--- src/rtl/core/fir103_pkg.sv ---
// Shared constants for the 103-tap FIR filter: tap count, widths and the
// fixed symmetric coefficient table.
// No dependencies.
`default_nettype none

package fir103_pkg;

  localparam int unsigned TAP_COUNT    = 103;
  localparam int unsigned COEFF_W      = 16;
  // sum of |coeff| is below 2**18, so the accumulator needs this many bits
  // on top of the sample width
  localparam int unsigned COEFF_SUM_W  = 18;
  localparam int unsigned OUTPUT_SHIFT = 16;
  localparam int unsigned FILTERED_W   = 18;
  localparam int unsigned IN_TDATA_W   = 16;
  localparam int unsigned OUT_TDATA_W  = 24;

  // coefficient i weights the sample i steps back
  localparam logic signed [COEFF_W-1:0] COEFFS [TAP_COUNT] = '{
    -16'sd501,  -16'sd458,  -16'sd618,  -16'sd772,  -16'sd899,
    -16'sd982,  -16'sd1004, -16'sd955,  -16'sd830,  -16'sd636,
    -16'sd388,  -16'sd107,   16'sd178,   16'sd434,   16'sd632,
     16'sd747,   16'sd764,   16'sd681,   16'sd508,   16'sd268,
    -16'sd4,    -16'sd269,  -16'sd486,  -16'sd618,  -16'sd640,
    -16'sd542,  -16'sd330,  -16'sd31,    16'sd316,   16'sd659,
     16'sd942,   16'sd1115,  16'sd1138,  16'sd991,   16'sd678,
     16'sd229,  -16'sd304,  -16'sd845,  -16'sd1311, -16'sd1615,
    -16'sd1680, -16'sd1450, -16'sd896,  -16'sd26,    16'sd1119,
     16'sd2461,  16'sd3896,  16'sd5305,  16'sd6564,  16'sd7558,
     16'sd8194,  16'sd8414,  16'sd8194,  16'sd7558,  16'sd6564,
     16'sd5305,  16'sd3896,  16'sd2461,  16'sd1119, -16'sd26,
    -16'sd896,  -16'sd1450, -16'sd1680, -16'sd1615, -16'sd1311,
    -16'sd845,  -16'sd304,   16'sd229,   16'sd678,   16'sd991,
     16'sd1138,  16'sd1115,  16'sd942,   16'sd659,   16'sd316,
    -16'sd31,   -16'sd330,  -16'sd542,  -16'sd640,  -16'sd618,
    -16'sd486,  -16'sd269,  -16'sd4,     16'sd268,   16'sd508,
     16'sd681,   16'sd764,   16'sd747,   16'sd632,   16'sd434,
     16'sd178,  -16'sd107,  -16'sd388,  -16'sd636,  -16'sd830,
    -16'sd955,  -16'sd1004, -16'sd982,  -16'sd899,  -16'sd772,
    -16'sd618,  -16'sd458,  -16'sd501
  };

endpackage

`default_nettype wire

--- src/rtl/core/fir103_cell.sv ---
// One tap of the transposed-form FIR chain: multiply the broadcast sample by
// a fixed coefficient and add the partial sum handed over by the next tap.
// Depends on fir103_pkg for the coefficient width.
`default_nettype none

module fir103_cell #(
  parameter int unsigned SAMPLE_W = 16,
  parameter int unsigned ACC_W    = 34,
  parameter logic signed [fir103_pkg::COEFF_W-1:0] COEFF = '0
) (
  input  wire logic                       clk_i,
  input  wire logic                       rst_ni,
  input  wire logic                       en_i,
  input  wire logic signed [SAMPLE_W-1:0] sample_i,
  input  wire logic signed [ACC_W-1:0]    sum_i,
  output logic signed [ACC_W-1:0]         sum_o
);

  localparam int unsigned PROD_W = SAMPLE_W + fir103_pkg::COEFF_W;

  logic signed [PROD_W-1:0] prod;
  logic signed [ACC_W-1:0]  sum_d;
  logic signed [ACC_W-1:0]  sum_q;

  // tap product plus upstream partial sum
  assign prod  = sample_i * COEFF;
  assign sum_d = ACC_W'(prod) + sum_i;

  // partial sum register; reset matches an all-zero history
  always_ff @(posedge clk_i or negedge rst_ni) begin
    if (!rst_ni) begin
      sum_q <= '0;
    end else if (en_i) begin
      sum_q <= sum_d;
    end
  end

  assign sum_o = sum_q;

endmodule

`default_nettype wire

--- config.mk ---
export PLATFORM = sky130hd
export DESIGN_NAME = fir103_cell
export DESIGN_NICKNAME = d
export VERILOG_FILES = /design/src/rtl/core/fir103_pkg.sv /design/src/rtl/core/fir103_cell.sv
export SDC_FILE = /design/constraint.sdc
export NUM_CORES = 1
export LEC_CHECK = 0
export ABC_AREA = 1
export BUFFER_PORTS_ARGS = -buffer_cell sky130_fd_sc_hd__buf_2
export CORE_ASPECT_RATIO = 1.4
export CORE_MARGIN = 2
export CORE_UTILIZATION = 35
export CTS_BUF_LIST = sky130_fd_sc_hd__clkbuf_8
export CTS_CLUSTER_SIZE = 40
export DETAILED_ROUTE_END_ITERATION = 10
export GPL_TIMING_DRIVEN = 0
export PLACE_DENSITY_LB_ADDON = 0.05
export SYNTH_ARGS = -nofsm -noshare
export SYNTH_HDL_FRONTEND = slang
export SYNTH_SLANG_ARGS = --single-unit
--- constraint.sdc ---
create_clock -name clk_i -period 0.8 [get_ports clk_i]
set_input_delay 0.16 -clock clk_i [delete_from_list [all_inputs] [get_ports clk_i]]
set_output_delay 0.16 -clock clk_i [all_outputs]
set_load 0.05 [all_outputs]
==> impl_metrics.csv <==
group,metric,value,unit
cts,clkSlewWorstSetupHoldPaths,0.06,ns
cts,cts_buffer_depth,2,
sta,relSlewSlack,50.6,%
setup_path,critPathSlowestCell,"dfrtp_2",
die,boundaryPins,87,
logic_synthesis,synth_warnings,0,
setup_path,critPathMaxStageDelay,0.42,ns
die,die_y,77.4,um
die,placementRows,26,
placed_design,io_buffer_count,69,
global_route,grt_antenna_before_repair,0,
sta,worst_slack,-0.208,ns
layout,num_antenna_cells,0,
setup_path,critical_path_required,0.64,ns
setup_path,crit_type,"flip-flop to primary output",
detailed_routing,wire_per_inst,11.3,um
detailed_routing,routed_wl,3080,um
sta,finalCritPeriodShare,126,%
setup_path,crit_fanout,2,
layout,synthToLayoutAreaGrowth,61.8,%
global_route,grt_pass1_vias,1208,
placed_design,dpl_cell_area,1790,um2
sta,finalHoldViolCount,34,
sta,fmax,992,MHz
run_status,outcome,"finished with violations",
placed_design,place_ws,-0.0388,ns
logic_synthesis,avgSynthCellArea,9.34,um2
pwr,power_density,2120,nW/um2
layout,drive_gt1_share,59.9,%
cts,cts_tree,"yes",
logic_synthesis,ys_seq_elements,34,
cts,root_buffer,"clkbuf_8",
setup_path,cp.arrival,0.85,ns
logic_synthesis,yosysSeqAreaShare,63.3,%
global_route,grt_pass1_wl,5220,um
pwr,p_leak,1.17,nW
placed_design,dp_hpwl,2100,um
min_path,holdCritPathClass,"input port to async pin",
cts,insertion_delay,0.27,ns
setup_path,reg2reg_slack,0.05,ns
sta,rsz0062_at_grt,"true",
detailed_routing,viasPerCell,4.31,
detailed_routing,drc,0,
global_route,grt_max_degree,35,
detailed_routing,dr.first_iter.drc_count,43,
setup_path,end_kind,"primary output",
setup_path,crit_family,"flip-flops",
layout,largest_reg_flops,34,
setup_path,path_buf_inv,1,
setup_path,cp-start-kind,"flip-flop",
sta,worstMarginPinSlew,0.741,ns
run_status,violations,"negative hold slack, negative setup slack",
global_route,grt_usage,15.4,%
cts,clock_sinks,34,
sta,whs,-0.0605,ns
sta,fin_skew,0,ns
logic_synthesis,synth_cell_types,7,
setup_path,crit_chain,"buf_8",
pwr,vdd_drop_max,1.38,mV
placed_design,place.gp.congestion,0.663,
die,initial_core_util,36.6,%
detailed_routing,ant_nets,0,
sta,setup_viol,34,
sta,period_minus_slack,1.01,ns
cts,cts-buffers-inserted,5,
layout,final_area,2180,um2
die,design.die.area,4360,um2
global_route,grt-ovfl-total,0,
layout,layout.nets,284,
die,core,3680,um2
run,drv_cap,0,
detailed_routing,firstDrtPassIters,4,
logic_synthesis,netlist_instances,144,
sta,slew_violations,0,
detailed_routing,vias,1181,
die,die_w,56.4,um
logic_synthesis,netlist_area,1350,um2
logic_synthesis,synth.net_count,197,
cts,h-tree-depth,2,
==> layout make-up <==
type	instances	area (um2)
Sequential cell	34	893
Timing Repair Buffer	80	644
Fill cell	339	1500
Inverter	1	11.3
Buffer	7	75.1
Clock buffer	6	82.6
Clock inverter	2	8.76
Tap cell	42	52.6
Multi-Input combinational cell	102	408
==> final timing paths <==
check	to	depth (start not counted)	from
worst max-delay path	sum_o[20]	1	sum_o[20]
worst min-delay path	sum_o[4]	1	rst_ni
worst max register to register	sum_o[20]	3	sum_o[20]
worst min register to register	sum_o[22]	2	sum_o[22]
max in group asynchronous	sum_o[31]	1	rst_ni
min in group clk_i	sum_o[22]	3	sum_i[22]
==> placed cells by master (no fill, tap or decap) <==
master | synthesis | routed
buf_4 | 2 | 13
clkinv_2 | 0 | 1
dfrtp_2 | 0 | 34
buf_8 | 1 | 2
inv_1 | 0 | 1
nand2_2 | 10 | 10
nand2_1 | 92 | 92
buf_2 | 0 | 35
clkbuf_8 | 0 | 6
buf_6 | 4 | 37
inv_8 | 1 | 1
==> worst reg2reg max path, delay by kind of cell (launching register included) <==
| kind | cells | cell delay (ns) |
|---|---|---|
| buf+inv | 1 | 0.13 |
| flops | 1 | 0.42 |
| simple gates | 2 | 0.09 |
==> cell families after synthesis <==
logic type	Yosys count	share of synthesized area, %
buf+inv	8	6.42
flops	34	63.3
simple gates	102	30.3
==> synth_stat cells <==
| cell type | count | share of area (%) |
|---|---|---|
| buf_4 | 2 | 1.1 |
| buf_6 | 4 | 3.3 |
| buf_8 | 1 | 1.1 |
| dfrtp_1 | 34 | 63 |
| inv_8 | 1 | 0.84 |
| nand2_1 | 92 | 26 |
| nand2_2 | 10 | 4.7 |
==> per-stage QoR <==
step           instances  setup TNS [ns]  util, %  hold WS (ns)  power, W
3_5_place_dp         255           -1.28     48.6         0.271   0.00311
6_report             274           -6.77     59.2       -0.0605   0.00461
3_3_place_gp         255               0     48.6         0.254   0.00309
5_1_grt              274           -7.82     59.2      -0.00174   0.00486
4_1_cts              271           -7.20     58.6       -0.0316   0.00467
2_1_floorplan        144               0        -        -0.136   0.00278
==> metal layers <==
layer | track usage [%] | routed length (um) | vias up
li1 | - | - | 600
met1 | 16.4 | 1160 | 534
met2 | 27.6 | 1690 | 43
met3 | 4.83 | 190 | 4
met4 | 6.43 | 42 | 0
met5 | 0 | 0 | -
==> what timing repair did <==
action,4_1_cts,5_1_grt
setup endpoints to repair,34,34
resized for setup,69,0
setup buffers,8,3
hold endpoints to repair,34,10
==> power breakdown <==
part           switching, W  leakage [nW]  internal (W)
Clock              0.000561        0.0524      0.000680
Combinational      0.000831         0.747      0.000522
Sequential         0.000112         0.376       0.00190
No activity file was read; power rests on OpenSTA's default activity.
